## config.mk

```make
export PLATFORM = sky130hd
export DESIGN_NAME = threshold_roi_marker
export DESIGN_NICKNAME = d
export VERILOG_FILES = /design/src/design/trm_pkg.sv /design/src/design/trm_queue.sv /design/src/design/trm_front.sv /design/src/design/trm_back.sv /design/src/design/threshold_roi_marker.sv
export SDC_FILE = /design/constraint.sdc
export NUM_CORES = 1
export LEC_CHECK = 0
export ABC_AREA = 1
export BUFFER_PORTS_ARGS = -buffer_cell sky130_fd_sc_hd__clkbuf_2
export CAP_MARGIN = 40
export CORE_ASPECT_RATIO = 1.25
export CORE_MARGIN = 2
export CORE_UTILIZATION = 57
export CTS_CLUSTER_SIZE = 24
export DETAILED_ROUTE_END_ITERATION = 8
export HOLD_SLACK_MARGIN = 0.02
export PLACE_DENSITY = 0.77
export SETUP_SLACK_MARGIN = 0.5
export SYNTH_ARGS = -nofsm -noshare
export SYNTH_HDL_FRONTEND = slang
export SYNTH_SLANG_ARGS = --single-unit
```

## constraint.sdc

```tcl
create_clock -name clk -period 6.6 [get_ports clk]
set_input_delay 1.32 -clock clk [delete_from_list [all_inputs] [get_ports clk]]
set_output_delay 1.32 -clock clk [all_outputs]
set_load 0.01 [all_outputs]
```

## src/design/trm_pkg.sv

```systemverilog
// shared types, widths and register codes of the threshold marker
package trm_pkg;

  // fixed field widths
  localparam int SAMPLE_W    = 20;
  localparam int THRESH_W    = 19;
  localparam int BEFORE_W    = 5;
  localparam int AFTER_W     = 16;
  localparam int OUT_INDEX_W = 16;
  localparam int ABOVE_W     = 16;
  localparam int REGION_W    = 15;
  localparam int CFG_INDEX_W = 3;
  localparam int CFG_DATA_W  = 19;

  // defaults of the top level parameters
  localparam int MAX_BEFORE_DEF = 31;
  localparam int INDEX_BITS_DEF = 16;

  // entries of the job queue between front and back
  localparam int QUEUE_DEPTH = 4;

  // configuration register codes
  typedef enum logic [CFG_INDEX_W-1:0] {
    REG_THRESHOLD     = 3'd0,
    REG_BINS_BEFORE   = 3'd1,
    REG_BINS_AFTER    = 3'd2,
    REG_FLAG_POSITIVE = 3'd3,
    REG_FLAG_NEGATIVE = 3'd4
  } cfg_reg_t;

  typedef struct packed {
    logic [THRESH_W-1:0] threshold;
    logic [BEFORE_W-1:0] bins_before;
    logic [AFTER_W-1:0]  bins_after;
    logic                flag_positive;
    logic                flag_negative;
  } cfg_t;

  typedef struct packed {
    logic signed [SAMPLE_W-1:0] sample_value;
    logic                       end_of_channel;
  } in_item_t;

  typedef struct packed {
    logic                   signal_flag;
    logic [OUT_INDEX_W-1:0] sample_index;
    logic [ABOVE_W-1:0]     above_count;
    logic [REGION_W-1:0]    region_count;
    logic                   last_result;
  } out_item_t;

endpackage

```

## src/design/trm_queue.sv

```systemverilog
// small job queue between the classify front and the emit back
module trm_queue
  import trm_pkg::*;
#(
  parameter int WIDTH = 8,
  parameter int DEPTH = QUEUE_DEPTH
) (
  input  logic             clk,
  input  logic             rst,
  input  logic             push,
  input  logic [WIDTH-1:0] push_data,
  output logic             full,
  input  logic             pop,
  output logic [WIDTH-1:0] head_data,
  output logic             not_empty
);

  localparam int PTR_W = (DEPTH > 1) ? $clog2(DEPTH) : 1;
  localparam int CNT_W = $clog2(DEPTH + 1);

  logic [WIDTH-1:0] entries [DEPTH];
  logic [PTR_W-1:0] wr_ptr;
  logic [PTR_W-1:0] rd_ptr;
  logic [CNT_W-1:0] count;

  assign full      = (count == CNT_W'(DEPTH));
  assign not_empty = (count != '0);
  assign head_data = entries[rd_ptr];

  // storage, payload only
  always_ff @(posedge clk) begin
    if (push) begin
      entries[wr_ptr] <= push_data;
    end
  end

  // pointers and occupancy
  always_ff @(posedge clk) begin
    if (rst) begin
      wr_ptr <= '0;
      rd_ptr <= '0;
      count  <= '0;
    end else begin
      if (push) begin
        wr_ptr <= (wr_ptr == PTR_W'(DEPTH - 1)) ? '0 : wr_ptr + 1'b1;
      end
      if (pop) begin
        rd_ptr <= (rd_ptr == PTR_W'(DEPTH - 1)) ? '0 : rd_ptr + 1'b1;
      end
      if (push && !pop) begin
        count <= count + 1'b1;
      end else if (pop && !push) begin
        count <= count - 1'b1;
      end
    end
  end

  // no overrun or underrun
  assert property (@(posedge clk) disable iff (rst) !(push && full))
    else $error("push into full job queue");
  assert property (@(posedge clk) disable iff (rst) !(pop && !not_empty))
    else $error("pop from empty job queue");

endmodule

```

## src/design/trm_front.sv

```systemverilog
// front: takes samples, tests the threshold, keeps the pre-window and queues emit jobs
module trm_front
  import trm_pkg::*;
#(
  parameter int MAX_BEFORE = MAX_BEFORE_DEF,
  parameter int INDEX_BITS = INDEX_BITS_DEF,
  parameter int JOB_W      = 8
) (
  input  logic             clk,
  input  logic             rst,
  input  cfg_t             cfg,
  input  logic             in_valid,
  output logic             in_stall,
  input  in_item_t         in_data,
  output logic             job_push,
  output logic [JOB_W-1:0] job_data,
  input  logic             job_full
);

  localparam int PW     = MAX_BEFORE + 1;
  localparam int CNT_W  = $clog2(MAX_BEFORE + 2);
  localparam int FILL_W = (MAX_BEFORE > 1) ? $clog2(MAX_BEFORE + 1) : 1;

  logic [PW-1:0]         pend;
  logic [FILL_W-1:0]     fill;
  logic [AFTER_W-1:0]    after_rem;
  logic [INDEX_BITS-1:0] idx;
  logic [ABOVE_W-1:0]    above;

  logic                     accept;
  logic                     eoc;
  logic signed [SAMPLE_W:0] s_wide;
  logic signed [SAMPLE_W:0] t_wide;
  logic                     keep;
  logic                     cur;
  logic [CNT_W-1:0]         bb;
  logic [CNT_W-1:0]         n;
  logic [CNT_W-1:0]         emit_cnt;
  logic [PW-1:0]            win_set;
  logic [PW-1:0]            pend_cur;
  logic [INDEX_BITS-1:0]    first;
  logic [ABOVE_W-1:0]       above_inc;

  assign in_stall = job_full;
  assign accept   = in_valid && !job_full;
  assign eoc      = in_data.end_of_channel;

  // threshold test in a common signed width
  always_comb begin
    s_wide = {in_data.sample_value[SAMPLE_W-1], in_data.sample_value};
    t_wide = $signed({2'b00, cfg.threshold});
    keep   = (cfg.flag_positive && (s_wide > t_wide)) ||
             (cfg.flag_negative && (s_wide < -t_wide));
    cur    = keep || (after_rem != '0);
  end

  // effective pre-window, capped at the buffer size
  always_comb begin
    if (32'(cfg.bins_before) > 32'(MAX_BEFORE)) begin
      bb = CNT_W'(MAX_BEFORE);
    end else begin
      bb = CNT_W'(cfg.bins_before);
    end
  end

  // mark pending samples that lie inside the current pre-window
  always_comb begin
    for (int k = 0; k < PW; k++) begin
      win_set[k] = keep && (k < int'(fill)) && ((k + int'(bb)) >= int'(fill));
    end
  end

  // merge the current flag and work out how many flags leave now
  always_comb begin
    pend_cur  = pend | win_set | (PW'(cur) << fill);
    n         = CNT_W'(fill) + 1'b1;
    if (eoc) begin
      emit_cnt = n;
    end else if (n > bb) begin
      emit_cnt = n - bb;
    end else begin
      emit_cnt = '0;
    end
    first     = idx - INDEX_BITS'(fill);
    above_inc = (keep && (above != '1)) ? above + 1'b1 : above;
  end

  assign job_push = accept && (emit_cnt != '0);
  assign job_data = {pend_cur, emit_cnt, first, above_inc, eoc};

  // channel state, cleared at the end of each channel
  always_ff @(posedge clk) begin
    if (rst) begin
      pend      <= '0;
      fill      <= '0;
      after_rem <= '0;
      idx       <= '0;
      above     <= '0;
    end else if (accept) begin
      if (eoc) begin
        pend      <= '0;
        fill      <= '0;
        after_rem <= '0;
        idx       <= '0;
        above     <= '0;
      end else begin
        pend  <= pend_cur >> emit_cnt;
        fill  <= FILL_W'(n - emit_cnt);
        idx   <= idx + 1'b1;
        above <= above_inc;
        if (keep) begin
          after_rem <= cfg.bins_after;
        end else if (after_rem != '0) begin
          after_rem <= after_rem - 1'b1;
        end
      end
    end
  end

  // pending count stays within the buffer
  assert property (@(posedge clk) disable iff (rst) 32'(fill) <= 32'(MAX_BEFORE))
    else $error("pending fill beyond buffer");
  // end of channel leaves a clean state
  assert property (@(posedge clk) disable iff (rst)
      (accept && eoc) |=> (fill == '0 && idx == '0 && pend == '0))
    else $error("channel state not cleared at end of channel");
  // an accepted sample with a full pre-window buffer queues a job
  assert property (@(posedge clk) disable iff (rst)
      (accept && (fill == FILL_W'(MAX_BEFORE))) |-> job_push)
    else $error("full pre-window buffer did not drain");

endmodule

```

## src/design/trm_back.sv

```systemverilog
// back: emits each job's flags, one per cycle while not stalled, with run counts
module trm_back
  import trm_pkg::*;
#(
  parameter int MAX_BEFORE = MAX_BEFORE_DEF,
  parameter int INDEX_BITS = INDEX_BITS_DEF,
  parameter int JOB_W      = 8
) (
  input  logic             clk,
  input  logic             rst,
  input  logic             job_valid,
  input  logic [JOB_W-1:0] job_data,
  output logic             job_pop,
  output logic             out_valid,
  input  logic             out_stall,
  output out_item_t        out_data
);

  localparam int PW     = MAX_BEFORE + 1;
  localparam int CNT_W  = $clog2(MAX_BEFORE + 2);
  localparam int FILL_W = (MAX_BEFORE > 1) ? $clog2(MAX_BEFORE + 1) : 1;

  logic [PW-1:0]         j_flags;
  logic [CNT_W-1:0]      j_count;
  logic [INDEX_BITS-1:0] j_first;
  logic [ABOVE_W-1:0]    j_above;
  logic                  j_last;

  logic [CNT_W-1:0]    pos;
  logic [REGION_W-1:0] region;
  logic                prev_flag;

  logic                  can_load;
  logic                  emit;
  logic                  flag;
  logic                  last_in_job;
  logic [INDEX_BITS-1:0] cur_index;
  logic [REGION_W-1:0]   region_upd;
  out_item_t             result;

  assign {j_flags, j_count, j_first, j_above, j_last} = job_data;

  // pick the current flag of the job and count runs
  always_comb begin
    can_load    = !out_valid || !out_stall;
    emit        = job_valid && can_load;
    flag        = j_flags[pos[FILL_W-1:0]];
    last_in_job = (pos == (j_count - 1'b1));
    cur_index   = j_first + INDEX_BITS'(pos);
    region_upd  = (flag && !prev_flag && (region != '1)) ? region + 1'b1 : region;

    result.signal_flag  = flag;
    result.sample_index = OUT_INDEX_W'(cur_index);
    result.above_count  = j_above;
    result.region_count = region_upd;
    result.last_result  = j_last && last_in_job;
  end

  assign job_pop = emit && last_in_job;

  // output register
  always_ff @(posedge clk) begin
    if (emit) begin
      out_data <= result;
    end
  end

  always_ff @(posedge clk) begin
    if (rst) begin
      out_valid <= 1'b0;
    end else if (emit) begin
      out_valid <= 1'b1;
    end else if (!out_stall) begin
      out_valid <= 1'b0;
    end
  end

  // position in job and run tracking
  always_ff @(posedge clk) begin
    if (rst) begin
      pos       <= '0;
      region    <= '0;
      prev_flag <= 1'b0;
    end else if (emit) begin
      pos <= last_in_job ? '0 : pos + 1'b1;
      if (j_last && last_in_job) begin
        region    <= '0;
        prev_flag <= 1'b0;
      end else begin
        region    <= region_upd;
        prev_flag <= flag;
      end
    end
  end

  // position never runs past the job
  assert property (@(posedge clk) disable iff (rst) job_valid |-> (pos < j_count))
    else $error("job position past its count");
  // run counters restart after the final flag of a channel
  assert property (@(posedge clk) disable iff (rst)
      (emit && result.last_result) |=> (region == '0 && !prev_flag && pos == '0))
    else $error("run tracking not cleared after channel end");

endmodule

```

## src/design/threshold_roi_marker.sv

```systemverilog
// top level of the threshold marker with pre and post window
//
// Input channel (in_valid, in_stall, in_data) takes one sample of a channel per
// transfer; end_of_channel marks the last sample. Output channel (out_valid,
// out_stall, out_data) gives one signal flag per sample, delayed by the
// pre-window, with its index, the saturating count of samples past threshold
// and the saturating count of signal runs. The last flag of a channel carries
// last_result; the channel state then restarts.
// Registers are written through cfg_valid/cfg_ready/cfg_index/cfg_data, ready
// always high; write them only while no sample is in flight.
// Throughput: one sample per cycle in steady state, one result per cycle out.
// A sample that releases k flags (end of channel, or a shortened pre-window)
// occupies the emit unit until all k flags have left; the front keeps accepting
// while the four-entry job queue has room. The first result of a sample passes
// through the job queue and the output register before it is transferred.
// When the receiver stalls, the output register holds, the queue fills and
// in_stall rises once it is full. Reset clears all channel state and sets the
// registers to their defaults (positive mode on, everything else zero).
module threshold_roi_marker
  import trm_pkg::*;
#(
  parameter int MAX_BEFORE = MAX_BEFORE_DEF,
  parameter int INDEX_BITS = INDEX_BITS_DEF
) (
  input  logic                   clk,
  input  logic                   rst,
  input  logic                   in_valid,
  output logic                   in_stall,
  input  in_item_t               in_data,
  output logic                   out_valid,
  input  logic                   out_stall,
  output out_item_t              out_data,
  input  logic                   cfg_valid,
  output logic                   cfg_ready,
  input  logic [CFG_INDEX_W-1:0] cfg_index,
  input  logic [CFG_DATA_W-1:0]  cfg_data
);

  localparam int PW    = MAX_BEFORE + 1;
  localparam int CNT_W = $clog2(MAX_BEFORE + 2);
  localparam int JOB_W = PW + CNT_W + INDEX_BITS + ABOVE_W + 1;

  cfg_t             cfg;
  logic             job_push;
  logic [JOB_W-1:0] job_wdata;
  logic             job_full;
  logic             job_pop;
  logic [JOB_W-1:0] job_rdata;
  logic             job_valid;

  assign cfg_ready = 1'b1;

  // configuration registers
  always_ff @(posedge clk) begin
    if (rst) begin
      cfg.threshold     <= '0;
      cfg.bins_before   <= '0;
      cfg.bins_after    <= '0;
      cfg.flag_positive <= 1'b1;
      cfg.flag_negative <= 1'b0;
    end else if (cfg_valid && cfg_ready) begin
      unique case (cfg_reg_t'(cfg_index))
        REG_THRESHOLD:     cfg.threshold     <= cfg_data[THRESH_W-1:0];
        REG_BINS_BEFORE:   cfg.bins_before   <= cfg_data[BEFORE_W-1:0];
        REG_BINS_AFTER:    cfg.bins_after    <= cfg_data[AFTER_W-1:0];
        REG_FLAG_POSITIVE: cfg.flag_positive <= cfg_data[0];
        REG_FLAG_NEGATIVE: cfg.flag_negative <= cfg_data[0];
        default: ;
      endcase
    end
  end

  trm_front #(
    .MAX_BEFORE (MAX_BEFORE),
    .INDEX_BITS (INDEX_BITS),
    .JOB_W      (JOB_W)
  ) u_front (
    .clk      (clk),
    .rst      (rst),
    .cfg      (cfg),
    .in_valid (in_valid),
    .in_stall (in_stall),
    .in_data  (in_data),
    .job_push (job_push),
    .job_data (job_wdata),
    .job_full (job_full)
  );

  trm_queue #(
    .WIDTH (JOB_W),
    .DEPTH (QUEUE_DEPTH)
  ) u_queue (
    .clk       (clk),
    .rst       (rst),
    .push      (job_push),
    .push_data (job_wdata),
    .full      (job_full),
    .pop       (job_pop),
    .head_data (job_rdata),
    .not_empty (job_valid)
  );

  trm_back #(
    .MAX_BEFORE (MAX_BEFORE),
    .INDEX_BITS (INDEX_BITS),
    .JOB_W      (JOB_W)
  ) u_back (
    .clk       (clk),
    .rst       (rst),
    .job_valid (job_valid),
    .job_data  (job_rdata),
    .job_pop   (job_pop),
    .out_valid (out_valid),
    .out_stall (out_stall),
    .out_data  (out_data)
  );

endmodule
```

==> results of run 1 <==
==> logic make-up (layout without fill, tap and decap cells) <==
logic type	count (synthesis)	in the layout	share of synthesized area, %
flops	492	492	49.0
simple gates	1280	1280	20.8
compound gates	602	602	12.5
other cells	1	1	0.0139
xor+xnor	104	104	3.41
buf+inv	450	543	6.93
fa+ha+maj	154	154	7.32
==> placed cells by master, fill, tap and decap left out, types with 64 or more instances in the layout <==
cell,Yosys,routed
nand3_1,309,309
a21oi_1,203,202
nor2_1,308,304
edfxtp_1,333,333
o21ai_0,240,240
inv_1,300,300
ha_1,148,148
dfxtp_1,159,157
clkbuf_2,1,97
nand2_1,516,516
nand4_1,64,64
xor2_1,78,78
==> routing by layer <==
| metal | vias up | share of wire, % | GRT usage, % |
|---|---|---|---|
| li1 | 10700 | - | - |
| met1 | 10900 | 39 | 37.9 |
| met2 | 956 | 48 | 52.4 |
| met3 | 237 | 6.5 | 3.49 |
| met4 | 0 | 5.7 | 16.4 |
| met5 | - | 0 | 0 |
==> final timing paths <==
path / startpoint / slack, ns / depth (start not counted) / end
worst max-delay path: cfg[23] / 1.12 / 30 / u_front.pend[1]
worst min-delay path: cfg[6] / 0.47 / 2 / cfg[6]
worst max register to register: cfg[23] / 1.12 / 30 / u_front.pend[1]
worst min register to register: cfg[6] / 0.47 / 2 / cfg[6]
==> critical path, delay by kind of cell, from the launching register on <==
kind / cells / cell delay [ns]
AND/OR/NAND/NOR: 27 / 4.60
buffers and inverters: 1 / 0.05
flip-flops: 1 / 0.34
XOR/XNOR: 1 / 0.11
adder cells (fa/ha/maj): 1 / 0.29
==> sequential cells by signal (all words and copies together), names as in the netlist, named ones only <==
name / flops
cfg: 42
u_front.after_rem: 16
u_back.pos: 6
u_queue.wr_ptr: 2
u_front.fill: 5
u_back.region: 15
u_back.prev_flag: 1
u_back.out_data: 49
u_front.idx: 16
u_queue.entries: 284
u_queue.rd_ptr: 2
u_queue.count: 3
u_front.above: 16
u_back.out_valid: 1
u_front.pend: 32
==> area by class of cell <==
class                   count  area, um^2
flip-flops and latches    492       13200
clock inverters            24         288
repair buffers            136         928
inverters                 317        1200
fillers                  3854       17200
well taps                 637         797
clock buffers              66        1320
multi-input cells        2141       11900
==> where the power goes <==
part | switching, mW | internal (mW)
Clock | 1.19 | 1.58
Sequential | 0.220 | 4.12
Combinational | 2.62 | 1.12
Total | 4.04 | 6.82
==> impl_metrics.tcl, run 1 <==
set metrics [dict create \
    outcome "finished clean" \
    totalWireLength_um 75700 \
    ys_ff_latch 492 \
    seq_area_frac_synth_pct 49.0 \
    async_flop_share_pct 0 \
    timing.fmax_mhz 182 \
    finalCriticalPeriod_ns 5.48 \
    pin_count 100 \
    synth_area_um2 26900 \
    whs_ns 0.467 \
    placedInstanceArea_um2 28000 \
    synth_edf_count 333 \
    setup_violations 0 \
    hold_viol 0 \
    crit_type "reg -> reg" \
    synth_cell_types 63 \
    cp_slowest_cell "nand3_2" \
    routabilityCongestion 1.01 \
    grt_max_degree 85 \
    final_max_slew_viol_count 0 \
    yosys-top-cells-area "edfxtp_1, dfxtp_1, nand2_1" \
    vias 22800 \
    fin_nets 3338 \
    post-synth-top-area-cell "edfxtp_1" \
    synth_flop_cell "edfxtp_1" \
    synthCells 3083 \
    dr.first_iter.drc_count 2114 \
    rsz0062_at_grt "false" \
    cp_common_cell "nand2_1" \
    cts-root-buf "clkbuf_16" \
    dp_cells 3723 \
    drc_errors 0 \
    power.density_nw_per_um2 366 \
    required_ns 7.07 \
    die_h_um 247 \
    chipWidth_um 198 \
    fin_setup_tns_ns 0 \
    clk_pin_slew_ns 0.06 \
    numCtsBuffers 48 \
    critPathCaptureType "flip-flop" \
    first_pass_iters 8 \
    syn_to_final_growth_pct 10.1 \
    gr-total-overflow 0 \
    holdBufCountCts 0 \
    synth_most_common_cell "nand2_1" \
    clk_latency_ns 0.58 \
    slew-limit-headroom_pct 37.8 \
    tightest_slew_ns 0.930 \
    port_buffers 98 \
    max_stage_delay_ns 0.59 \
    synth_fp_nets 3285 \
    fin_crit_sh_pct 83.0 \
    synth_commonest_cells "nand2_1, edfxtp_1, nand3_1" \
    p_leak_nw 12.1 \
    ir_drop_mv 0.249 \
    clock_skew_ns 0.0294 \
    hpwl_um 52300 \
    cts_tree "built" \
    grt_pass1_vias 22000 \
    dieArea_um2 49000 \
    antenna_found_initial 0 \
    min_path_type "reg -> reg" \
    clockBufferDepth 3 \
    core_um2 46900 \
    synth_top_area_share_pct 37.1 \
    layoutNonFillerInstCount 3813 \
    vias_per_cell 5.98 \
    wire_per_inst_um 19.8 \
    stdcell_area_um2 29600 \
    initial_core_util_pct 57.4 \
    ctsResizeCount 0 \
    antenna_cells 0 \
    critPathLaunchType "flip-flop" \
    core.rowCount 89 \
    crit_path_max_fanout 32 \
    maxCapViolations 0 \
    avgSynthCellArea_um2 8.73 \
    ant_nets 0 \
    grt_pass1_wl_um 117000 \
    numClockSinks 492 \
    power_mw 10.9 \
    fin_util_pct 63.2 \
    layout_setup_ws_ns 1.12 \
    drive_above_1_share_pct 8.53 \
    yosysWarningCount 0 \
    pre_cts_ws_ns 1.27 \
    h-tree-depth 2 \
    grt_use_total_pct 30.6 \
    post_cts_buffers 0 \
    critPathArrivalTime_ns 5.95 \
]
Power figures use the tool's default switching activity.
==> inputs of run 2 (changes only) <==
--- a/config.mk
+++ b/config.mk
@@ -10,11 +10,11 @@
 export CAP_MARGIN = 40
 export CORE_ASPECT_RATIO = 1.25
 export CORE_MARGIN = 2
-export CORE_UTILIZATION = 57
+export CORE_UTILIZATION = 63
 export CTS_CLUSTER_SIZE = 24
 export DETAILED_ROUTE_END_ITERATION = 8
 export HOLD_SLACK_MARGIN = 0.02
-export PLACE_DENSITY = 0.77
+export PLACE_DENSITY = 0.81
 export SETUP_SLACK_MARGIN = 0.5
 export SYNTH_ARGS = -nofsm -noshare
 export SYNTH_HDL_FRONTEND = slang
==> constraint.sdc (replaced) <==
create_clock -name clk -period 5.1 [get_ports clk]
set_input_delay 1.02 -clock clk [delete_from_list [all_inputs] [get_ports clk]]
set_output_delay 1.02 -clock clk [all_outputs]
set_load 0.01 [all_outputs]
==> run 2 against run 1 <==
Against the previous run:
- die area down 9.4%
- clock skew down 0.011 ns
- first-iteration DRC count up 34%
- fmax up 20%
- count of clock-buffer cells in the layout down 6
- worst setup slack worse by 0.58 ns
- non-clock buffer count up 49
- sequential cell count unchanged
- sequential share of layout area down 1.7 points
- combinational power up 40%
- utilization up 9.9 points
- global-route usage up 4.2 points
- largest power group unchanged
==> impl_metrics.tcl, run 2 (same netlist as run 1, synthesis figures left out) <==
set metrics [dict create \
    outcome "finished clean" \
    cp_slowest_cell "dfxtp_4" \
    wire_per_inst_um 21.3 \
    r2r-end "u_front.above[13]" \
    slew-limit-headroom_pct 38.4 \
    initial_core_util_pct 63.9 \
    final_max_slew_viol_count 0 \
    regArea_um2 13200 \
    drive_above_1_share_pct 14.5 \
    die_h_um 235 \
    syn_to_final_growth_pct 14.5 \
    grt_max_degree 88 \
    grt_use_total_pct 34.8 \
    required_ns 5.62 \
    grt_pass1_wl_um 122000 \
    critPathArrivalTime_ns 5.08 \
    r2r_start "cfg[24]" \
    totalWireLength_um 80600 \
    rsz0062_at_grt "true" \
    dieArea_um2 44400 \
    multi_input_area_um2 12700 \
    critPathCaptureType "flip-flop" \
    largest_reg_flops 284 \
    chipWidth_um 189 \
    clk_pin_slew_ns 0.07 \
    min_path_type "reg -> reg" \
    drc_errors 0 \
    numCtsBuffers 48 \
    layout_setup_ws_ns 0.537 \
    clock_skew_ns 0.0189 \
    gr-total-overflow 0 \
    pin_count 100 \
    cts_tree "built" \
    hpwl_um 53300 \
    max_stage_delay_ns 0.37 \
    crit_type "reg -> reg" \
    grt_pass1_vias 22700 \
    port_buffers 98 \
    numClockSinks 492 \
    power_mw 14.5 \
    setup_violations 0 \
    hold_viol 0 \
    h-tree-depth 2 \
    dr.first_iter.drc_count 2838 \
    cp_common_cell "nor2_4" \
    worstHoldStart "cfg[10]" \
    vias 23600 \
    nFillCells 3052 \
    hold_depth 2 \
    routabilityCongestion 1.02 \
    first_pass_iters 7 \
    tightest_slew_ns 0.923 \
    reg_top3 "u_queue.entries (284), u_back.out_data (49), cfg (42)" \
    clk_latency_ns 0.58 \
    antenna_found_initial 0 \
    fin_nets 3388 \
    maxCapViolations 0 \
    pre_cts_ws_ns 0.222 \
    timing.fmax_mhz 219 \
    ff2ff_path_depth 35 \
    fin_crit_sh_pct 89.5 \
    ir_drop_mv 0.322 \
    p_leak_nw 12.6 \
    top_register "u_queue.entries" \
    finalCriticalPeriod_ns 4.56 \
    layout_commonest_cell "nand2_1" \
    power.density_nw_per_um2 471 \
    cts-root-buf "clkbuf_16" \
    hold_end "cfg[10]" \
    ant_nets 0 \
    most-common-layout-cells "nand2_1, edfxtp_1, nor2_1" \
    reg2reg_setup_slack_ns 0.54 \
    core_um2 42100 \
    vias_per_cell 6.24 \
    crit_path_max_fanout 6 \
    core.rowCount 84 \
    clockBufferDepth 3 \
    critPathLaunchType "flip-flop" \
]
## run 2: cell types whose count changed in the layout (fill, tap and decap cells not counted), moves of 7 or more
cell / delta
nand3_1: -79
nand3_2: +72
buf_4: +37
nand2_1: -21
nand2_2: +17
inv_1: -14
a21oi_1: -12
a21oi_2: +12
inv_2: +11
buf_12: +7
nand3_4: +7
nor2_1: -7
## run 2: per-layer routing
layer  part of all wire, %  GRT usage, %  vias up
met4                   4.7          15.2        0
met3                   8.6          4.64      283
li1                      -             -    10800
met2                    49          60.2     1296
met1                    38          43.8    11200
met5                     0             0        -
## run 2: through the flow
stage | cells | instance area, um^2 | utilization [%] | setup TNS, ns | hold WS (ns)
2_1_floorplan | 3083 | 26900 | - | -5.87 | 0.430
3_3_place_gp | 3660 | 28000 | 66.4 | 0 | 0.444
3_5_place_dp | 3662 | 28000 | 66.5 | 0 | 0.447
4_1_cts | 3758 | 29900 | 71.1 | 0 | 0.459
5_1_grt | 3785 | 30800 | 73.1 | 0 | 0.485
6_report | 3786 | 30800 | 73.1 | 0 | 0.463
## run 2: power by group
part           leakage, nW  internal, mW  switching [mW]
sequential            4.43          5.33           0.326
clock                0.793          2.04            1.60
combinational         7.40          1.60            3.62
## run 2: what timing repair did
action | CTS | global route
buffers inserted | 4 | 24
resized for setup | 49 | 144
gates cloned | 2 | 3
endpoints found under the setup margin | 82 | 136
pin swaps | 14 | 47
hold buffers | 0 | 0
## run 2: cell type report
class	count	share of cell area, %
diodes	1	0.00812
clock buffers	60	4.17
clock inverters	30	1.11
flip-flops and latches	492	42.8
repair buffers	185	4.61
inverters	317	3.91
multi-input cells	2142	41.1
well taps	559	2.27
## run 2: critical path: cells and delay by family, from the launching register on
family                   cells  cell delay, ns
AND/OR/NAND/NOR             26            3.00
adder cells (fa/ha/maj)      2            0.44
buffers and inverters        4            0.39
flip-flops                   1            0.37
AO/OA/AOI/OAI                2            0.22
XOR/XNOR                     1            0.09
## run 2: worst max path at each step
| stage | startpoint | to | slack, ns | cells past startpoint |
|---|---|---|---|---|
| 2_1_floorplan | u_front.fill[3] | u_queue.entries[0][0] | -0.02 | 18 |
| 3_3_place_gp | cfg[23] | u_front.pend[12] | 0.32 | 28 |
| 3_5_place_dp | cfg[24] | u_front.pend[11] | 0.22 | 34 |
| 4_1_cts | cfg[23] | u_front.pend[1] | 0.50 | 39 |
| 5_1_grt | cfg[23] | u_front.above[13] | 0.17 | 35 |
| 6_report | cfg[24] | u_front.above[13] | 0.54 | 35 |
